$ cat src/rtl/mcta_pkg.sv
// ----------------------------------------------------------------------------
// Timestamp aligner package
// Request, result, slot storage and queue status types and shared constants.
// ----------------------------------------------------------------------------
package mcta_pkg;

   localparam int CHANNELS_DEFAULT = 4;
   localparam int QUEUE_DEPTH      = 2;
   localparam logic [31:0] TIMEOUT_RESET = 32'd100;

   typedef struct packed {
      logic [1:0]  channel;
      logic [31:0] stamp;
      logic [15:0] payload;
   } req_type;

   typedef struct packed {
      logic [1:0]  slot;
      logic        present;
      logic [31:0] slot_stamp;
      logic [15:0] slot_payload;
      logic        last;
   } rsp_type;

   typedef struct packed {
      logic [31:0] stamp;
      logic [15:0] payload;
   } slot_entry_type;

   typedef struct packed {
      logic full;
      logic empty;
   } queue_status_type;

endpackage

$ cat src/rtl/multi_channel_timestamp_aligner.sv
// ----------------------------------------------------------------------------
// Multi-channel timestamp aligner
// Gathers stamped requests into one bundle slot per channel and emits each
// finished bundle as one result per slot.
// ----------------------------------------------------------------------------
// A request is taken every cycle while the two-entry bundle queue has room;
// the bundle it closes, if any, is in the queue at that same edge, and its
// results pass through the result register. The back end delivers one result
// per cycle while rsp_stall is low, CHANNELS results per bundle, set by the
// single slot walker that reads the queue head. Requests that close a bundle
// every time (for example the same channel repeatedly) fill the queue and
// wait on req_stall; requests that only fill slots are taken once per cycle.
module multi_channel_timestamp_aligner #(
   parameter int CHANNELS = mcta_pkg::CHANNELS_DEFAULT
) (
   input  logic              clock,
   input  logic              reset,
   input  logic              csr_wr_en,
   input  logic [31:0]       csr_wr_data,
   input  logic              req_valid,
   output logic              req_stall,
   input  mcta_pkg::req_type req_data,
   output logic              rsp_valid,
   input  logic              rsp_stall,
   output mcta_pkg::rsp_type rsp_data
);

   mcta_pkg::queue_status_type q_status;
   logic                       push_valid;
   logic [CHANNELS-1:0]        push_mask;
   mcta_pkg::slot_entry_type   push_slots [CHANNELS];
   logic                       pop;
   logic [CHANNELS-1:0]        head_mask;
   mcta_pkg::slot_entry_type   head_slots [CHANNELS];

   mcta_front #(.CHANNELS(CHANNELS)) u_front (
      .clock       (clock),
      .reset       (reset),
      .csr_wr_en   (csr_wr_en),
      .csr_wr_data (csr_wr_data),
      .req_valid   (req_valid),
      .req_stall   (req_stall),
      .req_data    (req_data),
      .q_status    (q_status),
      .push_valid  (push_valid),
      .push_mask   (push_mask),
      .push_slots  (push_slots)
   );

   mcta_queue #(.CHANNELS(CHANNELS)) u_queue (
      .clock      (clock),
      .reset      (reset),
      .push_valid (push_valid),
      .push_mask  (push_mask),
      .push_slots (push_slots),
      .pop        (pop),
      .q_status   (q_status),
      .head_mask  (head_mask),
      .head_slots (head_slots)
   );

   mcta_back #(.CHANNELS(CHANNELS)) u_back (
      .clock      (clock),
      .reset      (reset),
      .q_status   (q_status),
      .head_mask  (head_mask),
      .head_slots (head_slots),
      .pop        (pop),
      .rsp_valid  (rsp_valid),
      .rsp_stall  (rsp_stall),
      .rsp_data   (rsp_data)
   );

endmodule

$ cat src/rtl/mcta_front.sv
// ----------------------------------------------------------------------------
// Timestamp aligner front end
// Holds the open bundle, classifies each request and hands finished bundles
// to the queue.
// ----------------------------------------------------------------------------
module mcta_front #(
   parameter int CHANNELS = mcta_pkg::CHANNELS_DEFAULT
) (
   input  logic                      clock,
   input  logic                      reset,
   input  logic                      csr_wr_en,
   input  logic [31:0]               csr_wr_data,
   input  logic                      req_valid,
   output logic                      req_stall,
   input  mcta_pkg::req_type         req_data,
   input  mcta_pkg::queue_status_type q_status,
   output logic                      push_valid,
   output logic [CHANNELS-1:0]       push_mask,
   output mcta_pkg::slot_entry_type  push_slots [CHANNELS]
);

   logic [CHANNELS-1:0]      valid_ff, valid_in;
   logic [31:0]              start_ff, start_in;
   logic [31:0]              timeout_ff;
   mcta_pkg::slot_entry_type slots_ff [CHANNELS];
   mcta_pkg::slot_entry_type ins_slots [CHANNELS];

   logic [CHANNELS-1:0] hit;
   logic [CHANNELS-1:0] merged_valid;
   logic [31:0]         diff;
   logic                accept;
   logic                in_range;
   logic                taken;
   logic                empty;
   logic                timed_out;
   logic                flush_first;
   logic                full_now;
   logic                update;

   always_comb begin
      for (int k = 0; k < CHANNELS; k++) begin
         hit[k] = (int'(req_data.channel) == k);
         ins_slots[k] = hit[k] ? mcta_pkg::slot_entry_type'({req_data.stamp, req_data.payload})
                               : slots_ff[k];
      end
      req_stall    = q_status.full;
      accept       = req_valid && !q_status.full;
      in_range     = |hit;
      update       = accept && in_range;
      taken        = |(hit & valid_ff);
      empty        = ~|valid_ff;
      diff         = req_data.stamp - start_ff;
      timed_out    = !diff[31] && (diff > timeout_ff);
      flush_first  = taken || (!empty && timed_out);
      merged_valid = (flush_first ? '0 : valid_ff) | hit;
      full_now     = &merged_valid;

      push_valid = update && (flush_first || full_now);
      push_mask  = flush_first ? valid_ff : merged_valid;
      for (int k = 0; k < CHANNELS; k++) begin
         push_slots[k] = flush_first ? slots_ff[k] : ins_slots[k];
      end

      valid_in = valid_ff;
      start_in = start_ff;
      if (update) begin
         valid_in = (full_now && !flush_first) ? '0 : merged_valid;
         if (flush_first || empty) begin
            start_in = req_data.stamp;
         end
      end
   end

   always_ff @(posedge clock) begin
      if (reset) begin
         valid_ff   <= '0;
         start_ff   <= '0;
         timeout_ff <= mcta_pkg::TIMEOUT_RESET;
      end else begin
         valid_ff <= valid_in;
         start_ff <= start_in;
         if (csr_wr_en) begin
            timeout_ff <= csr_wr_data;
         end
      end
   end

   always_ff @(posedge clock) begin
      if (update) begin
         for (int k = 0; k < CHANNELS; k++) begin
            slots_ff[k] <= ins_slots[k];
         end
      end
   end

endmodule

$ cat src/rtl/mcta_queue.sv
// ----------------------------------------------------------------------------
// Timestamp aligner bundle queue
// Short first-in first-out store of finished bundles between front and back.
// ----------------------------------------------------------------------------
module mcta_queue #(
   parameter int CHANNELS = mcta_pkg::CHANNELS_DEFAULT
) (
   input  logic                       clock,
   input  logic                       reset,
   input  logic                       push_valid,
   input  logic [CHANNELS-1:0]        push_mask,
   input  mcta_pkg::slot_entry_type   push_slots [CHANNELS],
   input  logic                       pop,
   output mcta_pkg::queue_status_type q_status,
   output logic [CHANNELS-1:0]        head_mask,
   output mcta_pkg::slot_entry_type   head_slots [CHANNELS]
);

   localparam int Depth = mcta_pkg::QUEUE_DEPTH;
   localparam int PtrW  = $clog2(Depth);
   localparam int CntW  = $clog2(Depth + 1);

   logic [CHANNELS-1:0]      mask_ff [Depth];
   mcta_pkg::slot_entry_type data_ff [Depth][CHANNELS];
   logic [PtrW-1:0]          wr_ptr_ff, wr_ptr_in;
   logic [PtrW-1:0]          rd_ptr_ff, rd_ptr_in;
   logic [CntW-1:0]          count_ff, count_in;
   logic                     do_push;
   logic                     do_pop;

   always_comb begin
      q_status.full  = (count_ff == CntW'(Depth));
      q_status.empty = (count_ff == '0);
      do_push   = push_valid && !q_status.full;
      do_pop    = pop && !q_status.empty;
      head_mask = mask_ff[rd_ptr_ff];
      for (int k = 0; k < CHANNELS; k++) begin
         head_slots[k] = data_ff[rd_ptr_ff][k];
      end
      wr_ptr_in = do_push ? wr_ptr_ff + 1'b1 : wr_ptr_ff;
      rd_ptr_in = do_pop  ? rd_ptr_ff + 1'b1 : rd_ptr_ff;
      count_in  = count_ff;
      if (do_push && !do_pop) begin
         count_in = count_ff + 1'b1;
      end else if (do_pop && !do_push) begin
         count_in = count_ff - 1'b1;
      end
   end

   always_ff @(posedge clock) begin
      if (reset) begin
         wr_ptr_ff <= '0;
         rd_ptr_ff <= '0;
         count_ff  <= '0;
      end else begin
         wr_ptr_ff <= wr_ptr_in;
         rd_ptr_ff <= rd_ptr_in;
         count_ff  <= count_in;
      end
   end

   always_ff @(posedge clock) begin
      if (do_push) begin
         mask_ff[wr_ptr_ff] <= push_mask;
         for (int k = 0; k < CHANNELS; k++) begin
            data_ff[wr_ptr_ff][k] <= push_slots[k];
         end
      end
   end

endmodule

$ cat src/rtl/mcta_back.sv
// ----------------------------------------------------------------------------
// Timestamp aligner back end
// Walks the head bundle one slot per unstalled cycle into the result register.
// ----------------------------------------------------------------------------
module mcta_back #(
   parameter int CHANNELS = mcta_pkg::CHANNELS_DEFAULT
) (
   input  logic                       clock,
   input  logic                       reset,
   input  mcta_pkg::queue_status_type q_status,
   input  logic [CHANNELS-1:0]        head_mask,
   input  mcta_pkg::slot_entry_type   head_slots [CHANNELS],
   output logic                       pop,
   output logic                       rsp_valid,
   input  logic                       rsp_stall,
   output mcta_pkg::rsp_type          rsp_data
);

   localparam int IdxW = $clog2(CHANNELS);

   logic [IdxW-1:0]   idx_ff, idx_in;
   logic              rsp_valid_ff, rsp_valid_in;
   mcta_pkg::rsp_type rsp_data_ff, rsp_data_in;
   logic              load;
   logic              last_idx;
   logic              present;

   always_comb begin
      load     = !rsp_valid_ff || !rsp_stall;
      last_idx = (idx_ff == IdxW'(CHANNELS - 1));
      present  = head_mask[idx_ff];
      pop      = load && !q_status.empty && last_idx;

      rsp_data_in.slot         = 2'(idx_ff);
      rsp_data_in.present      = present;
      rsp_data_in.slot_stamp   = present ? head_slots[idx_ff].stamp : '0;
      rsp_data_in.slot_payload = present ? head_slots[idx_ff].payload : '0;
      rsp_data_in.last         = last_idx;

      rsp_valid_in = rsp_valid_ff;
      idx_in       = idx_ff;
      if (load) begin
         rsp_valid_in = !q_status.empty;
         if (!q_status.empty) begin
            idx_in = last_idx ? '0 : idx_ff + 1'b1;
         end
      end
   end

   always_ff @(posedge clock) begin
      if (reset) begin
         rsp_valid_ff <= 1'b0;
         idx_ff       <= '0;
      end else begin
         rsp_valid_ff <= rsp_valid_in;
         idx_ff       <= idx_in;
      end
   end

   always_ff @(posedge clock) begin
      if (load && !q_status.empty) begin
         rsp_data_ff <= rsp_data_in;
      end
   end

   assign rsp_valid = rsp_valid_ff;
   assign rsp_data  = rsp_data_ff;

endmodule

$ cat config.mk
export PLATFORM = sky130hd
export DESIGN_NAME = multi_channel_timestamp_aligner
export DESIGN_NICKNAME = d
export VERILOG_FILES = /design/src/rtl/mcta_pkg.sv /design/src/rtl/multi_channel_timestamp_aligner.sv /design/src/rtl/mcta_front.sv /design/src/rtl/mcta_queue.sv /design/src/rtl/mcta_back.sv
export SDC_FILE = /design/constraint.sdc
export NUM_CORES = 1
export LEC_CHECK = 0
export BUFFER_PORTS_ARGS = -buffer_cell sky130_fd_sc_hd__buf_2
export CAP_MARGIN = 10
export CORE_ASPECT_RATIO = 1.4
export CORE_MARGIN = 2
export CORE_UTILIZATION = 45
export DETAILED_ROUTE_END_ITERATION = 16
export SKIP_LAST_GASP = 1
export SLEW_MARGIN = 10
export SYNTH_ARGS = -nofsm -noshare
export SYNTH_HDL_FRONTEND = slang
export SYNTH_SLANG_ARGS = --single-unit
$ cat constraint.sdc
create_clock -name clock -period 16.2 [get_ports clock]
set_input_delay 3.24 -clock clock [delete_from_list [all_inputs] [get_ports clock]]
set_output_delay 3.24 -clock clock [all_outputs]
set_load 0.01 [all_outputs]
# [Yosys cells after proc, flatten, opt, wreduce, memory -nomap -nowiden]
# Memory sizes are Yosys's and may differ from the RTL's. A register that Yosys moved wholly into a read port is not among the register bits.
# Cells that the tools add are included.
[classes] n_addsub=6 magnitude_cmp=3 eq_ne=5 mux=27 n_bitwise=4 n_reduce_logical=34
[ops] op="$mux W48" count=10
[ops] op="$bmux W48 S2" count=1
[ops] op="$gt A32 B32 Y1" count=1
[ops] op="$sub A32 B32 Y32" count=1
[ops] op="$logic_and A1 B1 Y1" count=12
[ops] op="$mux W4" count=3
[ops] op="$reduce_or A4 Y1" count=3
[ops] op="$logic_not A1 Y1" count=9
[ops] op="$mux W1" count=9
[ops] op="$eq A2 B2 Y1 const B" count=4
[ops] op="$mux W2" count=3
[ops] op="$add A2 B1 Y2 const B" count=2
[ops] op="$and A4 B4 Y4" count=1
[ops] op="$logic_not A2 Y1" count=2
[ops] op="$logic_or A1 B1 Y1" count=4
[ops] op="$or A4 B4 Y4" count=1
[ops] op="$reduce_and A2 Y1" count=2
[ops] op="$reduce_and A4 Y1" count=1
[ops] op="$ge A3 B3 Y1 const B" count=1
[ops] op="$lt A2 B3 Y1 const B" count=1
[ops] op="$not A2 Y3" count=1
[ops] op="$add A1 B1 Y1 const B" count=2
[ops] op="$bmux W1 S2" count=1
[ops] op="$eq A2 B1 Y1 const B" count=1
[ops] op="other kinds (3)" count=3
[word_totals] register_bits=127 ram_bits=584 inputBits=87 elab_cells=95 memories=3
[memory_table] memory="u_queue.data_ff" depth=2 word_bits=192 rd=1 rd_clocked_by_memory_dff=1 wr=1 line="mcta_queue.sv:24" rtl="mcta_pkg::slot_entry_type data_ff [Depth][CHANNELS];"
[memory_table] memory="u_front.slots_ff" depth=4 word_bits=48 rd=4 rd_clocked_by_memory_dff=0 wr=4 line="mcta_front.sv:25" rtl="mcta_pkg::slot_entry_type slots_ff [CHANNELS];"
[memory_table] memory="u_queue.mask_ff" depth=2 word_bits=4 rd=1 rd_clocked_by_memory_dff=1 wr=1 line="mcta_queue.sv:23" rtl="logic [CHANNELS-1:0] mask_ff [Depth];"

# [Logic depth before layout (Yosys ltp)]
# Gate-level depths: netlist of run 1.
[depth] depth_word=15 mapped_depth=27 ltp_nobuf=26

# [Hierarchy]
# A second synthesis of run 1 with hierarchy kept.
[hier_totals] hier_cells=2249 hier_area_um2=34455.5
[by_module_without_submodules] module="mcta_front" n_inst=1 cells_per_inst=1432 area_per_inst_um2=16194.3
[by_module_without_submodules] module="mcta_queue" n_inst=1 cells_per_inst=635 area_per_inst_um2=14935.6
[by_module_without_submodules] module="mcta_back" n_inst=1 cells_per_inst=182 area_per_inst_um2=3325.7

# [Worst setup path before layout of run 1]
# OpenSTA, ideal clock, no wires.
[synth_path] path_kind="input -> register" startpoint="in req_valid" endpoint="mem u_queue.data_ff[0][0] (netlist bit), enable pin" arrival_ps=16365 required_time_ps=15421 setup_slack_ps=-944 path_stages=5 path_cell_list="nand2_1 -> inv_1 -> nand2_1 -> o21ai_1 -> nor2b_1"
[synth_between] elab_chain_cells=6
[synth_rtl] element="from (decl)" line="multi_channel_timestamp_aligner.sv:20" rtl="input logic req_valid,"
[synth_rtl] element="$logic_and A1 B1 Y1" line="mcta_front.sv:47" rtl="accept = req_valid && !q_status.full;"
[synth_rtl] element="$logic_and A1 B1 Y1" line="mcta_front.sv:49" rtl="update = accept && in_range;"
[synth_rtl] element="net u_front.update" line="mcta_front.sv:38" rtl="logic update;"
[synth_rtl] element="$logic_and A1 B1 Y1" line="mcta_front.sv:58" rtl="push_valid = update && (flush_first || full_now);"
[synth_rtl] element="$logic_and A1 B1 Y1" line="mcta_queue.sv:34" rtl="do_push = push_valid && !q_status.full;"
[synth_rtl] element="net u_queue.do_push" line="mcta_queue.sv:28" rtl="logic do_push;"
[synth_rtl] element="$mux W1" line="mcta_queue.sv:63" rtl="if (do_push) begin"
[synth_rtl] element="$mux W1 (not written as such)" line="mcta_queue.sv:66" rtl="data_ff[wr_ptr_ff][k] <= push_slots[k];"
[synth_rtl] element="to (decl)" line="mcta_queue.sv:24"
# The timed path passes the listed nets, and every way through them passes these cells.

# [Final worst setup path of run 1]
[layout_path] startpoint="in req_data[16] (netlist bit)" endpoint="mem u_queue.data_ff[0][134] (netlist bit), enable pin"
[layout_between] elab_chain_cells=13
[layout_rtl] element="from (decl)" line="multi_channel_timestamp_aligner.sv:22" rtl="input mcta_pkg::req_type req_data,"
[layout_rtl] element="$sub A32 B32 Y32 *" line="mcta_front.sv:52" rtl="diff = req_data.stamp - start_ff;"
[layout_rtl] element="$gt A32 B32 Y1 / $logic_not A1 Y1 (equally long branches)" line="mcta_front.sv:53" rtl="timed_out = !diff[31] && (diff > timeout_ff);"
[layout_rtl] element="$logic_and A1 B1 Y1 *" line="mcta_front.sv:53"
[layout_rtl] element="$logic_and A1 B1 Y1 *" line="mcta_front.sv:54" rtl="flush_first = taken || (!empty && timed_out);"
[layout_rtl] element="$logic_or A1 B1 Y1 *" line="mcta_front.sv:54"
[layout_rtl] element="$mux W4" line="mcta_front.sv:55" rtl="merged_valid = (flush_first ? '0 : valid_ff) | hit;"
[layout_rtl] element="$or A4 B4 Y4" line="mcta_front.sv:55"
[layout_rtl] element="$reduce_and A4 Y1" line="mcta_front.sv:56" rtl="full_now = &merged_valid;"
[layout_rtl] element="$logic_or A1 B1 Y1 *" line="mcta_front.sv:58"
[layout_rtl] element="$logic_and A1 B1 Y1 *" line="mcta_front.sv:58"
[layout_rtl] element="$logic_and A1 B1 Y1 *" line="mcta_queue.sv:34"
[layout_rtl] element="net u_queue.do_push" line="mcta_queue.sv:28"
[layout_rtl] element="$mux W1 *" line="mcta_queue.sv:63"
[layout_rtl] element="$mux W1 (not written as such) *" line="mcta_queue.sv:66"
# Mark *: on every way through the listed nets, which the timed path passes. The rest lies on a longest branch.

==> flow_results.org, run 1 <==
** Outcome
- Status :: finished clean

** Global route
- The first global-routing pass estimated 103000 µm of wire.
- Initial antenna violation count :: 3
- GRT Residual Overflow :: 0
- The number of global-route vias before repair is 18.2k.
- Across every metal layer, demand over resource in global routing totals 18.0%.
- Maximum number of pins on one net before global-route repair :: 124

** CTS
- TritonCTS built the clock tree.
- Clock slew at reported path FFs :: 0.06 ns
- The tree is rooted in a sky130_fd_sc_hd__clkbuf_16.
- Clk Latency, worst-skew pair :: 0.61 ns
- Clock net sink count :: 712
- The clock passes through at most 3 buffers.
- Number of H-tree levels :: 3
- Buffers added to address setup during post-CTS repair amount to 0.
- Number of gates given a new drive strength after cts :: 0
- Number of buffers created by CTS :: 70
- Hold bufs inserted after CTS :: 0

** Synth
- In this run, synthesis produced a sequential element count of 712.
- After synthesis, the share of flip-flops with an asynchronous set or reset is 0%.
- Mapped Nets :: 2145
- Synthesized netlist cell count :: 1992
- Part of the Yosys area used for sequential elements :: 62.7%
- Counting distinct cell types in the post-synthesis netlist gives 61.
- EDFF count, synth :: 636
- Total number of yosys warnings :: 0
- The average instance in the mapped netlist occupies 16.5 µm².
- Most used flip-flop cell after synthesis :: sky130_fd_sc_hd__edfxtp_1
- The mapped netlist covers 0.0329 mm².

** Placed design
- Post-place setup slack :: 4.95 ns
- Final HPWL DP :: 39500 µm
- GPL Wtd Cong :: 0.816
- Cell count after placement :: 3004
- During placement, the flow inserted port buffers numbering 140.

** Min path
- The startpoint identified for the worst hold timing path is u_front.start_ff[5].
- Worst-case hold path end point :: u_front.start_ff[5]
- The min-delay analysis places its worst path in the category flip-flop to flip-flop.
- The worst hold path passes through 2 cells.

** Floorplan
- Full die area :: 0.0752 mm²
- For this configuration, the core starts out at a cell density of 45.4%.
- From left edge to right edge, the die measures 232 µm.
- 141 I/O pins were placed.
- Die H :: 324 µm
- Core Footprint :: 0.0725 mm²
- In this run the core area contains 117 standard-cell rows.

** Routing
- The final route contains 17.1k vias.
- The detail route stage leaves a number of antenna-violating nets equal to 0.
- After detailed routing, the number of vias per cell comes to 5.44.
- The first routing iteration left 1082 violations.
- Average routed wire per standard cell :: 21.2 µm
- Number of optimization iterations in the first detailed-route pass :: 5
- After detailed routing, the number of remaining DRC violations is 0.
- Final WL :: 66600 µm

** Cells and area
- Fin nets :: 2277
- Registers take 0.0206 mm².
- In the final layout, the share of cells above drive strength 1 is 35.4%.
- Finished Layout Cells :: 3135
- Fill count :: 6026
- From synthesis to final layout, the design area changed by 11.7%.
- The multi-input combinational cells in the finished layout cover a total of 0.0115 mm².

** STA
- Setup repair after global routing missed its margin :: no
- The worst pin sits at a relative slew slack of 19.9%.
- Worst hold margin :: 0.458 ns
- Derived from the worst setup path, the maximum achievable clock frequency is 94.9 MHz.
- Worst Setup Slack, final :: 5.66 ns
- Clock Skews :: 0.0210 ns
- Setup violations remaining at the end of the flow were counted as 0.
- The final number of max-transition violations came to 0.
- Final Hold Fails :: 0
- Subtracting the final worst setup slack from the clock period gives 10.54 ns.
- For the final routed database, the setup TNS stands at 0 ns.
- For the pin with the worst max-slew slack, the measured transition is 1.19 ns.
- Of the available clock period, the critical path in the final layout requires 65.0%.

** Pwr
- Leak pwr :: 13.1 nW
- For this design the ratio of total power to cell area is 152 mW/mm².
- The worst-case IR drop observed on VDD is 0.0881 mV.

** Worst setup path
- Worst reg2reg setup slack :: 8.23 ns
- Type of the worst setup path :: input pin to flip-flop
- In this run the worst path has a maximum fanout of 116.
- The worst register-to-register path begins at u_front.start_ff[0].
- For the worst setup path, the data arrival time is 10.75 ns.
- Data required time at the worst endpoint :: 16.42 ns
- R2r endpoint :: u_queue.data_ff[0][134]
- Critical Path End Type :: flip-flop
- Type of origin of the critical path :: input pin
- Cell depth of the worst flop-to-flop path :: 25

** Run
- Max-cap violations in this run came to 0.
## state kept, by name, summed over array words and instances, names as in the netlist, named ones only
name / cells
u_queue.data_ff: 384
u_front.slots_ff: 192
u_back.rsp_data: 52
u_front.start_ff: 32
u_front.timeout_ff: 32
u_queue.mask_ff: 8
u_front.valid_ff: 4
u_back.idx_ff: 2
u_queue.count_ff: 2
u_back.rsp_valid: 1
u_queue.rd_ptr_ff: 1
u_queue.wr_ptr_ff: 1
## through the flow
stage	power, mW	util (%)	instance area [µm²]
final	5.59	50.7	36700
after global routing	5.87	50.7	36700
after CTS	5.67	50.7	36700
after detailed placement	4.05	47.5	34500
after global placement	4.00	47.5	34500
after floorplan	3.71	-	32900
## cell families (layout without fill, tap and decap cells)
logic type      after synthesis  in the layout  share of synthesized area, %
compound gates              139            139                          2.83
xor+xnor                     30             30                         0.799
fa+ha+maj                    66             66                          2.54
buf+inv                     176            366                          2.54
flops                       712            712                          62.7
mux                         594            594                          25.0
other cells                   0              1                             0
simple gates                275            275                          3.53
## metal layers
metal	part of all wire (%)	track usage [%]	up-vias
li1	-	-	7933
met1	41	21.9	8678
met2	52	32.6	348
met3	4.5	2.51	96
met4	2.4	5.97	2
met5	0.012	0	-
## synth_stat cells, types with 10 or more instances
library cell	number	area, µm²
sky130_fd_sc_hd__buf_1	20	75.1
sky130_fd_sc_hd__nand2_1	109	409
sky130_fd_sc_hd__edfxtp_1	636	19100
sky130_fd_sc_hd__nand3_1	10	50.1
sky130_fd_sc_hd__mux2_4	150	2250
sky130_fd_sc_hd__inv_1	75	282
sky130_fd_sc_hd__mux4_2	99	2230
sky130_fd_sc_hd__dfxtp_1	76	1520
sky130_fd_sc_hd__xnor2_1	20	175
sky130_fd_sc_hd__xor2_1	10	87.6
sky130_fd_sc_hd__buf_6	22	248
sky130_fd_sc_hd__nor3_1	13	65.1
sky130_fd_sc_hd__mux2i_1	113	1130
sky130_fd_sc_hd__o21ai_0	20	100
sky130_fd_sc_hd__a21o_1	19	143
sky130_fd_sc_hd__ha_1	65	813
sky130_fd_sc_hd__a21oi_1	49	245
sky130_fd_sc_hd__nor2_1	107	402
sky130_fd_sc_hd__clkbuf_1	50	188
sky130_fd_sc_hd__mux2_2	232	2610
## cells in the final DEF, fill, tap and decap left out, types with 7 or more instances in the layout
master | netlist | layout
sky130_fd_sc_hd__a21o_1 | 19 | 19
sky130_fd_sc_hd__a21oi_1 | 49 | 48
sky130_fd_sc_hd__buf_2 | 8 | 140
sky130_fd_sc_hd__buf_4 | 0 | 19
sky130_fd_sc_hd__clkbuf_1 | 50 | 11
sky130_fd_sc_hd__clkbuf_16 | 0 | 73
sky130_fd_sc_hd__clkinv_1 | 1 | 12
sky130_fd_sc_hd__clkinv_2 | 0 | 14
sky130_fd_sc_hd__dfxtp_1 | 76 | 73
sky130_fd_sc_hd__edfxtp_1 | 636 | 636
sky130_fd_sc_hd__ha_1 | 65 | 65
sky130_fd_sc_hd__inv_1 | 75 | 74
sky130_fd_sc_hd__mux2_2 | 232 | 232
sky130_fd_sc_hd__mux2_4 | 150 | 150
sky130_fd_sc_hd__mux2i_1 | 113 | 112
sky130_fd_sc_hd__mux4_2 | 99 | 99
sky130_fd_sc_hd__nand2_1 | 109 | 108
sky130_fd_sc_hd__nand2b_1 | 9 | 7
sky130_fd_sc_hd__nand3_1 | 10 | 10
sky130_fd_sc_hd__nand4_1 | 7 | 7
sky130_fd_sc_hd__nor2_1 | 107 | 106
sky130_fd_sc_hd__nor3_1 | 13 | 13
sky130_fd_sc_hd__o21ai_0 | 20 | 20
sky130_fd_sc_hd__xnor2_1 | 20 | 20
sky130_fd_sc_hd__xor2_1 | 10 | 10
## power by group
part,switching [mW],leakage [nW],internal (mW)
combinational,0.746,5.45,0.673
sequential,0.116,6.54,2.45
clock,0.687,1.10,0.918
total,1.55,13.1,4.04
## cell type report
cell class / count / area share [%]
Clock inverter: 44 / 1.01
Sequential cell: 712 / 56.2
Tap cell: 952 / 3.24
Timing Repair Buffer: 160 / 2.35
Inverter: 76 / 0.797
Antenna cell: 1 / 0.00681
Clock buffer: 86 / 5.16
Multi-Input combinational cell: 1104 / 31.2
## worst max-delay path by stage
stage                 startpoint                 endpoint  slack [ns]
floorplan              req_valid    u_queue.data_ff[0][0]        2.85
global placement    req_data[16]  u_queue.data_ff[0][183]        5.07
detailed placement  req_data[16]  u_queue.data_ff[0][134]        4.95
CTS                 req_data[16]  u_queue.data_ff[0][134]        5.60
global route        req_data[16]   u_queue.data_ff[0][38]        5.00
finish              req_data[16]  u_queue.data_ff[0][134]        5.66
## critical path, stage by stage
cell,delay (ns)
sky130_fd_sc_hd__buf_2,0.12
sky130_fd_sc_hd__inv_1,0.12
sky130_fd_sc_hd__ha_1,0.18
sky130_fd_sc_hd__inv_1,0.05
sky130_fd_sc_hd__fa_1,0.39
sky130_fd_sc_hd__a21oi_1,0.18
sky130_fd_sc_hd__o21ai_0,0.12
sky130_fd_sc_hd__a2111oi_0,0.43
sky130_fd_sc_hd__nor2_1,0.21
sky130_fd_sc_hd__a221oi_2,0.51
sky130_fd_sc_hd__o32ai_1,0.18
sky130_fd_sc_hd__o21a_1,0.19
sky130_fd_sc_hd__nor2_1,0.11
sky130_fd_sc_hd__xnor2_1,0.08
sky130_fd_sc_hd__ha_1,0.31
sky130_fd_sc_hd__nand4_1,0.14
sky130_fd_sc_hd__nor4_1,0.42
sky130_fd_sc_hd__nor3b_1,0.33
sky130_fd_sc_hd__o41a_1,0.20
sky130_fd_sc_hd__o21ai_0,0.12
sky130_fd_sc_hd__a21oi_2,0.21
sky130_fd_sc_hd__a21oi_4,0.09
sky130_fd_sc_hd__buf_12,0.29
sky130_fd_sc_hd__o21ai_1,0.36
sky130_fd_sc_hd__nor2b_4,0.63
sky130_fd_sc_hd__buf_4,0.58
sky130_fd_sc_hd__buf_4,0.78
Note: power is estimated with default switching activity, not from simulation.
==> run 2: changes to the inputs <==
==> constraint.sdc (replaced) <==
create_clock -name clock -period 10.3 [get_ports clock]
set_input_delay 2.06 -clock clock [delete_from_list [all_inputs] [get_ports clock]]
set_output_delay 2.06 -clock clock [all_outputs]
set_load 0.01 [all_outputs]
==> run 2 against run 1 <==
  * Die area is the same
  * Total power is 56% higher
  * Clock power rose by 50%
  * Final cell count fell by 0.16%
  * Critical path depth is 2 lower
  * Design area decreased by 0.19%
  * Sequential cell count unchanged
  * Setup slack worse by 3.5 ns
==> flow_results.org, run 2 (same netlist as run 1, synthesis figures left out) <==
** Floorplan
- The core region is 0.0725 mm².
- Ports placed on the boundary :: 141
- Initial cell density of the core :: 45.4%
- The die is 232 µm wide.
- The floorplan has 117 rows.
- The die covers 0.0752 mm².
- The floorplan step set the die height to 324 µm.

** Routing
- Final WL :: 69100 µm
- Avg Vias per Cell :: 5.49
- In this run, the number of DRC markers left after iteration 0 of detailed routing was 904.
- In this run the remaining antenna-violating nets after routing total 0.
- Residual DRC count :: 0
- In the final routed layout, each cell accounts on average for 22.1 µm.
- Number of optimization iterations in the first detailed-route pass :: 5
- Total via count in the routed design :: 17.2k

** CTS
- The number of hold buffers added after CTS was 0.
- # Post-CTS Setup Buffers :: 0
- Clk Latency, worst-skew pair :: 0.62 ns
- The H-tree was split into 3 levels.
- TritonCTS built the clock tree.
- Counting the buffers created by CTS gives 70.
- Root Driver :: sky130_fd_sc_hd__clkbuf_16
- Clock-pin slew was measured on the worst setup and hold paths at 0.06 ns.
- Gates resized during post-CTS repair numbered 0.
- The clock drives 712 sinks.
- Maximum buffer depth of the clock tree :: 3

** Worst setup path
- The slowest stage of the critical path is the sky130_fd_sc_hd__and2_4 cell.
- In this design, the largest share of critical-path delay is due to compound AO/OA/AOI/OAI gates.
- STA classifies the critical path endpoint as a flip-flop.
- Crit-path max cell delay :: 0.79 ns
- Data required time at the worst endpoint :: 10.57 ns
- Along the worst path, the maximum fanout reaches 53.
- The critical path in this run is classified as input pin to flip-flop.
- The number of buffers and inverters on the critical path is 4.
- The worst setup path is launched from an input pin.
- Arrival time at the worst endpoint :: 8.45 ns

** Placed design
- Count of buffers from port buffering :: 140
- Cell count after placement :: 3007
- Routability-driven placement finished with a final weighted congestion of 0.793.
- In this run the cell area measured after placement is 0.0345 mm².
- The wire-length estimate of the detail-placed layout is 40700 µm.

** STA
- Between clock sinks in the finished design, the worst skew comes to 0.0220 ns.
- Timing would allow up to 122 MHz.
- Final Hold Fails :: 0
- Rel. slew slack :: 25.2%
- Setup violations remaining at the end of the flow were counted as 0.
- Sum Neg Setup Slack :: 0 ns
- The routed design could run at a clock period as short as 8.18 ns.
- Setup repair after global routing missed its margin :: no
- Across all hold checks on the routed design, the worst slack comes to 0.456 ns.
- Slew of the pin with the lowest slew margin :: 1.11 ns
- Final cycle utilization of the critical path :: 79.4%
- Final Slew Violations :: 0

** Cells and area
- Final cell area excluding filler cells :: 0.0366 mm²
- Commonest cells after routing, fill and taps aside :: sky130_fd_sc_hd__edfxtp_1 (636), sky130_fd_sc_hd__mux2_2 (232), sky130_fd_sc_hd__mux2_4 (150)
- Once layout is complete, the utilization of the core stands at 50.6%.
- Most common cell after layout, fill and taps aside :: sky130_fd_sc_hd__edfxtp_1
- Register with the highest flop count :: u_queue.data_ff
- Finished Layout Cells :: 3130
- Area grow syn2layout :: 11.5%
- The filler cells instantiated in the layout total 6017.
- In the final layout, the share of cells above drive strength 1 is 35.0%.
- Fin nets :: 2280
- The register with the most flip-flops in the layout has 384 of them.

** Min path
- Path class of the lowest-slack min-delay path :: flip-flop to flip-flop

** Outcome
- Status :: finished clean

** Pwr
- Cell area power density :: 237 mW/mm²
- VDD sags by at most 0.142 mV.
- Leak pwr :: 13.1 nW

** Global route
- The initial antenna violation count was 3.
- The total overflow left after global routing is 0.
- The number of global-route vias before repair came to 18.6k.
- Across every metal layer, demand over resource in global routing totals 18.6%.
- The first global-routing pass estimated 106000 µm of wire.
- Entering global routing, the biggest net connects 129 pins.

** Run
- Number of violations of the max-capacitance limit :: 0
run 2: changes by cell type in the layout (fill, tap and decap cells not counted), moves of 2 or more:
cell and change:
sky130_fd_sc_hd__clkinv_2 -7, sky130_fd_sc_hd__buf_12 +4, sky130_fd_sc_hd__bufinv_16 -4, sky130_fd_sc_hd__clkbuf_1 +4, sky130_fd_sc_hd__clkbuf_8 +4, sky130_fd_sc_hd__clkinvlp_4 -3, sky130_fd_sc_hd__clkinv_1 +2, sky130_fd_sc_hd__clkinv_4 -2
sky130_fd_sc_hd__inv_6 -2
run 2: through the flow:
step / setup WS, ns / power (mW)
3_5_place_dp: 1.44 / 6.38
3_3_place_gp: 1.51 / 6.30
4_1_cts: 2.10 / 8.82
5_1_grt: 1.34 / 9.13
2_1_floorplan: 0.288 / 5.82
6_report: 2.12 / 8.70
run 2: worst paths after layout:
check                        from               endpoint  slack, ns  cells after the start
max                  req_data[16]  u_queue.data_ff[1][5]       2.12                     25
min reg2reg  u_front.start_ff[21]   u_front.start_ff[21]       0.46                      2
max reg2reg   u_front.start_ff[0]  u_queue.data_ff[1][5]       3.52                     23
min          u_front.start_ff[21]   u_front.start_ff[21]       0.46                      2
run 2: area by class of cell:
cell class | count | area (µm²) | area share [%]
Timing Repair Buffer | 163 | 936 | 2.55
Tap cell | 952 | 1190 | 3.25
Antenna cell | 1 | 2.50 | 0.00683
Clock buffer | 93 | 1940 | 5.30
Inverter | 76 | 293 | 0.799
Multi-Input combinational cell | 1104 | 11500 | 31.3
Sequential cell | 712 | 20600 | 56.3
Clock inverter | 29 | 180 | 0.492
run 2: worst reg2reg max path, delay by kind of cell (launching register included):
kind            cells  cell delay [ns]
fa+ha+maj           3             0.86
flops               1             0.33
compound gates     11             2.57
xor+xnor            1             0.09
simple gates        6             2.02
buf+inv             2             0.53
run 2: power by group:
| group | total, mW | internal (mW) | leakage (nW) | switching (mW) |
|---|---|---|---|---|
| Clock | 2.41 | 1.35 | 1.03 | 1.06 |
| Sequential | 4.03 | 3.85 | 6.54 | 0.183 |
| Combinational | 2.26 | 1.06 | 5.48 | 1.20 |
| Total | 8.70 | 6.26 | 13.1 | 2.44 |
run 2: metal layers:
metal	track usage (%)	vias up	part of all wire, %
li1	-	7927	-
met1	23.1	8795	42
met2	33.2	372	52
met3	2.47	92	4.1
met4	6.34	0	2.2
met5	0	-	0
